===== src/hdl/ehrd_pkg.sv =====
// Shared types and constants for the ECG heart-rate detector.
// No dependencies; used by every module of the block by scoped names.
`default_nettype none

package ehrd_pkg;

    // Event codes carried on the result word's tuser
    typedef enum logic [1:0] {
        EV_NONE  = 2'd0,
        EV_START = 2'd1,
        EV_BPM   = 2'd2,
        EV_ZERO  = 2'd3
    } event_t;

    // Configuration register indexes
    localparam int CFG_IDX_W = 2;
    localparam logic [CFG_IDX_W-1:0] CFG_WINDOW_LENGTH    = 2'd0;
    localparam logic [CFG_IDX_W-1:0] CFG_MIN_RESET        = 2'd1;
    localparam logic [CFG_IDX_W-1:0] CFG_TICKS_PER_MINUTE = 2'd2;

    // Field widths
    localparam int SAMPLE_W = 8;
    localparam int WL_W     = 7;
    localparam int POS_W    = 6;
    localparam int TPM_W    = 24;
    localparam int CFG_W    = 24;

    // Reset values and limits
    localparam logic [WL_W-1:0]     WL_RESET   = 7'd40;
    localparam logic [WL_W-1:0]     WL_CAP     = 7'd64;
    localparam logic [SAMPLE_W-1:0] MINR_RESET = 8'd160;
    localparam logic [TPM_W-1:0]    TPM_RESET  = 24'd600000;
    localparam logic [POS_W-1:0]    POS_RESET  = 6'd1;

    // Serial divider: one quotient bit per cycle
    localparam int DIV_STEPS = TPM_W;
    localparam int STEP_W    = $clog2(DIV_STEPS);

    // Packed word widths
    localparam int S_TDATA_W = 8;
    localparam int M_TDATA_W = 56;

    // Controller to datapath commands
    typedef struct packed {
        logic item_take;   // input word accepted this edge
        logic div_step;    // one divider iteration
    } ehrd_cmd_t;

    // Datapath to controller status
    typedef struct packed {
        logic need_div;    // accepted word stops timing with a nonzero count
    } ehrd_status_t;

endpackage

`default_nettype wire


===== src/hdl/ehrd_ctrl.sv =====
// Controller of the ECG heart-rate detector: handshakes and divider sequencing.
// Depends on ehrd_pkg for command/status types and divider step count.
`default_nettype none

module ehrd_ctrl (
    input  wire logic                 aclk,
    input  wire logic                 aresetn,
    input  wire logic                 s_tvalid,
    output logic                      s_tready,
    output logic                      m_tvalid,
    input  wire logic                 m_tready,
    input  wire ehrd_pkg::ehrd_status_t status,
    output ehrd_pkg::ehrd_cmd_t       cmd
);

    typedef enum logic {
        ST_IDLE,
        ST_DIVIDE
    } state_t;

    state_t                        state_reg, state_next;
    logic                          out_valid_reg, out_valid_next;
    logic [ehrd_pkg::STEP_W-1:0]   step_reg, step_next;
    logic                          take;

    // Take a word only when idle and the result slot is free or draining
    assign s_tready = (state_reg == ST_IDLE) && (!out_valid_reg || m_tready);
    assign take     = s_tvalid && s_tready;
    assign m_tvalid = out_valid_reg;

    assign cmd.item_take = take;
    assign cmd.div_step  = (state_reg == ST_DIVIDE);

    // Next-state logic
    always_comb begin
        state_next     = state_reg;
        out_valid_next = out_valid_reg;
        step_next      = step_reg;
        case (state_reg)
            ST_IDLE: begin
                if (out_valid_reg && m_tready) begin
                    out_valid_next = 1'b0;
                end
                if (take) begin
                    if (status.need_div) begin
                        state_next     = ST_DIVIDE;
                        step_next      = '0;
                        out_valid_next = 1'b0;
                    end else begin
                        out_valid_next = 1'b1;
                    end
                end
            end
            ST_DIVIDE: begin
                step_next = step_reg + 1'b1;
                if (step_reg == ehrd_pkg::STEP_W'(ehrd_pkg::DIV_STEPS - 1)) begin
                    state_next     = ST_IDLE;
                    out_valid_next = 1'b1;
                end
            end
            default: begin
                state_next     = ST_IDLE;
                out_valid_next = 1'b0;
            end
        endcase
    end

    // State and registered outputs
    always_ff @(posedge aclk) begin
        if (!aresetn) begin
            state_reg     <= ST_IDLE;
            out_valid_reg <= 1'b0;
            step_reg      <= '0;
        end else begin
            state_reg     <= state_next;
            out_valid_reg <= out_valid_next;
            step_reg      <= step_next;
        end
    end

endmodule

`default_nettype wire


===== src/hdl/ehrd_datapath.sv =====
// Datapath of the ECG heart-rate detector: config registers, window tracking,
// crossing detection, interval counter and a restoring serial divider. Uses ehrd_pkg.
`default_nettype none

module ehrd_datapath #(
    parameter int COUNT_WIDTH = 16
) (
    input  wire logic                              aclk,
    input  wire logic                              aresetn,
    // configuration writes
    input  wire logic                              cfg_we,
    input  wire logic [ehrd_pkg::CFG_IDX_W-1:0]    cfg_index,
    input  wire logic [ehrd_pkg::CFG_W-1:0]        cfg_data,
    // input word fields
    input  wire logic                              in_mode,
    input  wire logic [ehrd_pkg::SAMPLE_W-1:0]     in_sample,
    // control
    input  wire ehrd_pkg::ehrd_cmd_t               cmd,
    output ehrd_pkg::ehrd_status_t                 status,
    // result fields
    output ehrd_pkg::event_t                       out_event,
    output logic [ehrd_pkg::TPM_W-1:0]             out_bpm,
    output logic [ehrd_pkg::SAMPLE_W-1:0]          out_threshold,
    output logic [ehrd_pkg::SAMPLE_W-1:0]          out_max,
    output logic [ehrd_pkg::SAMPLE_W-1:0]          out_min,
    output logic                                   out_saturated
);

    localparam logic [COUNT_WIDTH-1:0] COUNT_MAX = '1;
    localparam int SW = ehrd_pkg::SAMPLE_W;
    localparam int QW = ehrd_pkg::TPM_W;

    // Configuration registers
    logic [ehrd_pkg::WL_W-1:0]  wl_reg;
    logic [SW-1:0]              minr_reg;
    logic [QW-1:0]              tpm_reg;

    // Detector state
    logic [SW-1:0]                 prev_reg, prev_next;
    logic [ehrd_pkg::POS_W-1:0]    pos_reg, pos_next;
    logic [SW-1:0]                 max_reg, max_next;
    logic [SW-1:0]                 min_reg, min_next;
    logic [SW-1:0]                 thr_reg, thr_next;
    logic                          armed_reg, armed_next;
    logic [COUNT_WIDTH-1:0]        count_reg, count_next;
    logic                          counting_reg, counting_next;
    ehrd_pkg::event_t              event_reg, event_next;

    // Divider: quo_reg shifts dividend bits out and quotient bits in
    logic [QW-1:0]              quo_reg, quo_next;
    logic [COUNT_WIDTH-1:0]     rem_reg, rem_next;
    logic [COUNT_WIDTH:0]       trial;
    logic [COUNT_WIDTH:0]       trial_diff;
    logic                       trial_ge;

    logic [ehrd_pkg::WL_W-1:0]  wl_cap;
    logic                       win_end;
    logic                       crossing;
    logic [SW:0]                mid_sum;

    // Window end test with the length capped
    assign wl_cap   = (wl_reg > ehrd_pkg::WL_CAP) ? ehrd_pkg::WL_CAP : wl_reg;
    assign win_end  = (wl_cap <= 7'd1) ||
                      ({1'b0, pos_reg} >= (wl_cap - 7'd1));
    assign crossing = (thr_reg != '0) && (prev_reg < thr_reg) && (in_sample > thr_reg);
    assign mid_sum  = {1'b0, max_reg} + {1'b0, min_reg};

    assign status.need_div = !in_mode && !win_end && crossing && armed_reg &&
                             (count_reg != '0);

    // Restoring divider step
    assign trial      = {rem_reg, quo_reg[QW-1]};
    assign trial_diff = trial - {1'b0, count_reg};
    assign trial_ge   = (trial >= {1'b0, count_reg});

    // Item update
    always_comb begin
        prev_next     = prev_reg;
        pos_next      = pos_reg;
        max_next      = max_reg;
        min_next      = min_reg;
        thr_next      = thr_reg;
        armed_next    = armed_reg;
        count_next    = count_reg;
        counting_next = counting_reg;
        event_next    = event_reg;
        quo_next      = quo_reg;
        rem_next      = rem_reg;
        if (cmd.item_take) begin
            event_next = ehrd_pkg::EV_NONE;
            quo_next   = '0;
            if (in_mode) begin
                // timebase tick
                if (counting_reg && (count_reg != COUNT_MAX)) begin
                    count_next = count_reg + 1'b1;
                end
            end else begin
                prev_next = in_sample;
                if (win_end) begin
                    thr_next = mid_sum[SW:1];
                    max_next = '0;
                    min_next = minr_reg;
                    pos_next = ehrd_pkg::POS_RESET;
                end else begin
                    if (in_sample > max_reg) begin
                        max_next = in_sample;
                    end else if (in_sample < min_reg) begin
                        min_next = in_sample;
                    end
                    if (crossing) begin
                        if (!armed_reg) begin
                            armed_next    = 1'b1;
                            count_next    = '0;
                            counting_next = 1'b1;
                            event_next    = ehrd_pkg::EV_START;
                        end else begin
                            armed_next    = 1'b0;
                            counting_next = 1'b0;
                            if (count_reg == '0) begin
                                event_next = ehrd_pkg::EV_ZERO;
                            end else begin
                                event_next = ehrd_pkg::EV_BPM;
                                quo_next   = tpm_reg;
                                rem_next   = '0;
                            end
                        end
                    end
                    pos_next = pos_reg + 1'b1;
                end
            end
        end else if (cmd.div_step) begin
            quo_next = {quo_reg[QW-2:0], trial_ge};
            rem_next = trial_ge ? trial_diff[COUNT_WIDTH-1:0] : trial[COUNT_WIDTH-1:0];
        end
    end

    // Configuration registers
    always_ff @(posedge aclk) begin
        if (!aresetn) begin
            wl_reg   <= ehrd_pkg::WL_RESET;
            minr_reg <= ehrd_pkg::MINR_RESET;
            tpm_reg  <= ehrd_pkg::TPM_RESET;
        end else if (cfg_we) begin
            case (cfg_index)
                ehrd_pkg::CFG_WINDOW_LENGTH:    wl_reg   <= cfg_data[ehrd_pkg::WL_W-1:0];
                ehrd_pkg::CFG_MIN_RESET:        minr_reg <= cfg_data[SW-1:0];
                ehrd_pkg::CFG_TICKS_PER_MINUTE: tpm_reg  <= cfg_data[QW-1:0];
                default: ;
            endcase
        end
    end

    // Detector state
    always_ff @(posedge aclk) begin
        if (!aresetn) begin
            prev_reg     <= '0;
            pos_reg      <= ehrd_pkg::POS_RESET;
            max_reg      <= '0;
            min_reg      <= ehrd_pkg::MINR_RESET;
            thr_reg      <= '0;
            armed_reg    <= 1'b0;
            count_reg    <= '0;
            counting_reg <= 1'b0;
            event_reg    <= ehrd_pkg::EV_NONE;
        end else begin
            prev_reg     <= prev_next;
            pos_reg      <= pos_next;
            max_reg      <= max_next;
            min_reg      <= min_next;
            thr_reg      <= thr_next;
            armed_reg    <= armed_next;
            count_reg    <= count_next;
            counting_reg <= counting_next;
            event_reg    <= event_next;
        end
    end

    // Divider payload
    always_ff @(posedge aclk) begin
        quo_reg <= quo_next;
        rem_reg <= rem_next;
    end

    assign out_event     = event_reg;
    assign out_bpm       = quo_reg;
    assign out_threshold = thr_reg;
    assign out_max       = max_reg;
    assign out_min       = min_reg;
    assign out_saturated = (count_reg == COUNT_MAX);

endmodule

`default_nettype wire


===== src/hdl/ecg_heart_rate_detector_unit.sv =====
// Top level of the ECG heart-rate detector: stream ports, config port, and the
// wiring of ehrd_ctrl and ehrd_datapath. Uses ehrd_pkg.
//
// Takes one word per ECG sample or timebase tick (s_tuser selects) and gives one
// result word for each. For most words the result is shown the cycle after
// acceptance. A sample that ends an interval with a nonzero tick count starts
// the restoring serial divider (ticks_per_minute / count), one quotient bit per
// cycle, and its result is shown once the division ends. A new word is taken
// only while no division runs and the result register is empty or being read.
// Configuration writes are accepted every cycle and should be issued while idle.
`default_nettype none

module ecg_heart_rate_detector_unit #(
    parameter int COUNT_WIDTH = 16
) (
    input  wire logic                                 aclk,
    input  wire logic                                 aresetn,
    // input words
    input  wire logic                                 s_tvalid,
    output logic                                      s_tready,
    input  wire logic [ehrd_pkg::S_TDATA_W-1:0]       s_tdata,  // [7:0] sample
    input  wire logic                                 s_tuser,  // [0] mode
    // result words
    output logic                                      m_tvalid,
    input  wire logic                                 m_tready,
    // [23:0] bpm, [31:24] threshold, [39:32] window_max, [47:40] window_min,
    // [48] count_saturated, [55:49] zero
    output logic [ehrd_pkg::M_TDATA_W-1:0]            m_tdata,
    output logic [1:0]                                m_tuser,  // [1:0] event_res
    // configuration writes
    input  wire logic                                 cfg_valid,
    output logic                                      cfg_ready,
    input  wire logic [ehrd_pkg::CFG_IDX_W-1:0]       cfg_index,
    input  wire logic [ehrd_pkg::CFG_W-1:0]           cfg_data
);

    ehrd_pkg::ehrd_cmd_t    cmd;
    ehrd_pkg::ehrd_status_t status;
    ehrd_pkg::event_t       out_event;
    logic [ehrd_pkg::TPM_W-1:0]    out_bpm;
    logic [ehrd_pkg::SAMPLE_W-1:0] out_threshold;
    logic [ehrd_pkg::SAMPLE_W-1:0] out_max;
    logic [ehrd_pkg::SAMPLE_W-1:0] out_min;
    logic                          out_saturated;

    assign cfg_ready = 1'b1;

    ehrd_ctrl u_ctrl (
        .aclk     (aclk),
        .aresetn  (aresetn),
        .s_tvalid (s_tvalid),
        .s_tready (s_tready),
        .m_tvalid (m_tvalid),
        .m_tready (m_tready),
        .status   (status),
        .cmd      (cmd)
    );

    ehrd_datapath #(
        .COUNT_WIDTH (COUNT_WIDTH)
    ) u_dp (
        .aclk          (aclk),
        .aresetn       (aresetn),
        .cfg_we        (cfg_valid && cfg_ready),
        .cfg_index     (cfg_index),
        .cfg_data      (cfg_data),
        .in_mode       (s_tuser),
        .in_sample     (s_tdata[ehrd_pkg::SAMPLE_W-1:0]),
        .cmd           (cmd),
        .status        (status),
        .out_event     (out_event),
        .out_bpm       (out_bpm),
        .out_threshold (out_threshold),
        .out_max       (out_max),
        .out_min       (out_min),
        .out_saturated (out_saturated)
    );

    // Pack the result word
    assign m_tuser = out_event;
    assign m_tdata = {7'd0, out_saturated, out_min, out_max, out_threshold, out_bpm};

endmodule

`default_nettype wire


===== config.mk =====
export PLATFORM = sky130hd
export DESIGN_NAME = ecg_heart_rate_detector_unit
export DESIGN_NICKNAME = d
export VERILOG_FILES = /design/src/hdl/ehrd_pkg.sv /design/src/hdl/ehrd_ctrl.sv /design/src/hdl/ehrd_datapath.sv /design/src/hdl/ecg_heart_rate_detector_unit.sv
export SDC_FILE = /design/constraint.sdc
export NUM_CORES = 1
export LEC_CHECK = 0
export CORE_MARGIN = 5
export CORE_UTILIZATION = 50
export DETAILED_ROUTE_END_ITERATION = 12
export DONT_BUFFER_PORTS = 1
export GPL_ROUTABILITY_DRIVEN = 1
export PLACE_DENSITY_LB_ADDON = 0.2
export SLEW_MARGIN = 20
export SYNTH_ARGS = -nofsm -noshare
export SYNTH_HDL_FRONTEND = slang
export SYNTH_SLANG_ARGS = --single-unit

===== constraint.sdc =====
create_clock -name aclk -period 3.5 [get_ports aclk]
set_clock_uncertainty 0.05 [all_clocks]
set_input_delay 0.525 -clock aclk [delete_from_list [all_inputs] [get_ports aclk]]
set_output_delay 0.525 -clock aclk [all_outputs]
set_load 0.05 [all_outputs]

==> results_dict.tcl <==
set metrics [dict create \
    status "completed" \
    synth-edff-count 40 \
    grt_overflow 0 \
    fin_crit_ps 3210 \
    via_count 6414 \
    dieArea_um2 18800 \
    numCtsBuffers 17 \
    rrSetupSlack_ps 290 \
    whs_path_depth 1 \
    criticalPathCategory "reg -> reg" \
    syn2layout_area_growth_pct 11.6 \
    synth_top_family_by_area "simple AND/OR/NAND/NOR gates" \
    num_io_pins 101 \
    synth_fa_ha_area_frac 0.106 \
    grt_use_total 0.209 \
    end_kind "flop" \
    design.core.area_um2 15900 \
    synth-xor-area-share 0.0195 \
    cp_max_fo 31 \
    routed_wl_mm 19.1 \
    setup_violations 0 \
    ir_drop_mv 0.372 \
    rows 46 \
    cts_tree "done" \
    drt_iter0_markers 386 \
    die_w_um 137 \
    clk_path_buf_depth 2 \
    min_path_type "in -> reg" \
    rsz0062_at_grt "no" \
    die_h_um 137 \
    grt_max_degree 62 \
    cts.sinks 143 \
    synth_compound_area_frac 0.166 \
    timing.setup.tns_ps 0 \
    fmax_ghz 0.312 \
    reg2reg_to "u_dp.count_reg[7]" \
    netlist_area_um2 8070 \
    hold_violations 0 \
    dp_hpwl_mm 13.8 \
    yosys_warnings 0 \
    leakage_nw 3.56 \
    wl_per_cell_um 16.4 \
    place_area_um2 8420 \
    crit_chain "nand2b_1 -> ha_1 -> nor2b_1 -> a21oi_1 -> a21oi_1 -> ha_1 -> a21o_1 -> a31oi_1 -> o21a_2 -> a31oi_4 -> or4_1 -> a21oi_1" \
    ant_nets 0 \
    clk_latency_ps 430 \
    cp-start-kind "flop" \
    routed_via_density 5.52 \
    drc_errors 0 \
    routabilityCongestion 0.879 \
    ys_types 62 \
    synth.avg_cell_area_um2 8.77 \
    fill_cells 1462 \
    path_buf_inv 0 \
    async_reset_ff_frac 0 \
    path_common_cell "a21oi_1" \
    drtPass1Iterations 4 \
    final_common_cell "nand2_1" \
    design_area_um2 9010 \
    critPathSlowestCell "or4_1" \
    crit_family "compound AO/OA/AOI/OAI gates" \
    antenna_cells 0 \
    ys_ff_latch 143 \
    nNetsFinal 1041 \
    slew_violations 0 \
    muxShareOfSynthArea 0.0508 \
    powerDensity_nw_per_um2 440 \
    min_to "u_dp.minr_reg[7]" \
    synth_ff_type "dfxtp_1" \
    tightestPinTransition_ps 973 \
    path_clk_slew_ps 70 \
    hp-start "aresetn" \
    relSlewSlack 0.349 \
    drv_cap 0 \
    drive_above_1_share 0.0950 \
    grt_pass1_vias 6047 \
    portBuffers 0 \
    synth_simple_gate_area_frac 0.196 \
    rr_startpoint "u_dp.wl_reg[6]" \
    grt_pass1_wl_mm 30.9 \
    cp_slowest_stage_delay_ps 540 \
    required_ps 3790 \
    cts_root_buf "clkbuf_16" \
    cp.arrival_ps 3500 \
    initial_utilization 0.508 \
    reg2regPathDepth 12 \
    h-tree-depth 4 \
    syn-instance-count 920 \
    ys_seq_area_frac 0.404 \
    finalCritPeriodShare 0.917 \
    antenna_found_initial 0 \
    layout_common_cells "nand2_1 (142), dfxtp_1 (103), a21oi_1 (87)" \
]
worst reg2reg max path, delay by kind of cell (launching register included):
kind / cells / cell delay, ps
flops: 1 / 380
compound gates: 7 / 1260
fa+ha+maj: 2 / 540
simple gates: 3 / 930
routing by layer:
layer / routed length, um / up-vias / share of wire / GRT usage
met5: 0 / - / 0 / 0
met4: 269 / 0 / 0.014 / 0.0599
met3: 936 / 23 / 0.049 / 0.0551
met2: 9040 / 115 / 0.47 / 0.338
met1: 8820 / 2977 / 0.46 / 0.275
li1: - / 3299 / - / -
timing repair:
item / 4_1_cts / 5_1_grt
endpoints found under the setup margin: 0 / 1
gates resized for setup: 0 / 1
endpoints found under the hold margin: 0 / 0
setup buffers: 0 / 0
hold buffers: 0 / 0
power breakdown:
group / total, W / internal, W / switching (W)
registers: 0.00187 / 0.00176 / 0.000113
clock network: 0.00177 / 0.000964 / 0.000807
logic: 0.000319 / 0.000120 / 0.000198
cell usage after synthesis, types with 5 or more instances:
master	count	area share
mux2_2	8	0.011
mux2i_1	32	0.040
or4_1	6	0.0056
a22o_1	26	0.028
a31oi_1	6	0.0047
nor3_1	14	0.0087
nor2_1	58	0.027
nand2_1	142	0.066
o31ai_1	8	0.0074
o21ai_0	31	0.019
clkbuf_1	31	0.014
or3_1	11	0.0085
nand3_1	33	0.020
a211oi_1	10	0.0093
a21o_1	6	0.0056
nand2b_1	5	0.0039
a21oi_1	87	0.054
nor2b_1	13	0.010
and3_1	9	0.0070
nand4_1	12	0.0093
o21a_1	13	0.012
dfxtp_1	103	0.26
inv_1	56	0.026
nor4_1	8	0.0062
ha_1	65	0.10
xnor2_1	11	0.012
xor2_1	7	0.0076
edfxtp_1	40	0.15
buf_2	6	0.0037
buf_4	9	0.0084
through the flow:
step                utilization  total power [W]  hold WS [ps]  worst slack (ps)  std cells
floorplan                     -          0.00216           386               207        926
global placement          0.530          0.00222           394               367       1131
detailed placement        0.530          0.00223           397               261       1131
CTS                       0.567          0.00399           100               225       1163
global route              0.567          0.00411          97.4              80.8       1163
finish                    0.567          0.00396           110               290       1163
worst max-delay path by stage:
| stage | end | from | slack, ps | cells past startpoint |
|---|---|---|---|---|
| 3_5_place_dp | u_dp.count_reg[11] | u_dp.wl_reg[6] | 260 | 12 |
| 6_report | u_dp.count_reg[7] | u_dp.wl_reg[6] | 290 | 12 |
| 3_3_place_gp | u_dp.count_reg[11] | u_dp.wl_reg[6] | 370 | 12 |
| 4_1_cts | u_dp.count_reg[7] | u_dp.wl_reg[6] | 220 | 12 |
| 2_1_floorplan | u_dp.rem_reg[0] | u_dp.wl_reg[6] | 210 | 13 |
| 5_1_grt | u_dp.count_reg[7] | u_dp.wl_reg[6] | 80 | 12 |
kinds of logic after synthesis:
logic type      after synthesis
buf+inv                     106
flops                       143
compound gates              210
simple gates                334
fa+ha+maj                    67
other cells                   2
xor+xnor                     18
mux                          40
final cells by class:
cell class	count	area (um2)	share of cell area
flip-flops and latches	143	3260	0.362
clock buffers	18	439	0.0487
well taps	216	270	0.0300
repair buffers	38	298	0.0331
multi-input cells	677	4380	0.486
clock inverters	14	145	0.0161
inverters	57	214	0.0237
(Power assumes the default switching activity.)
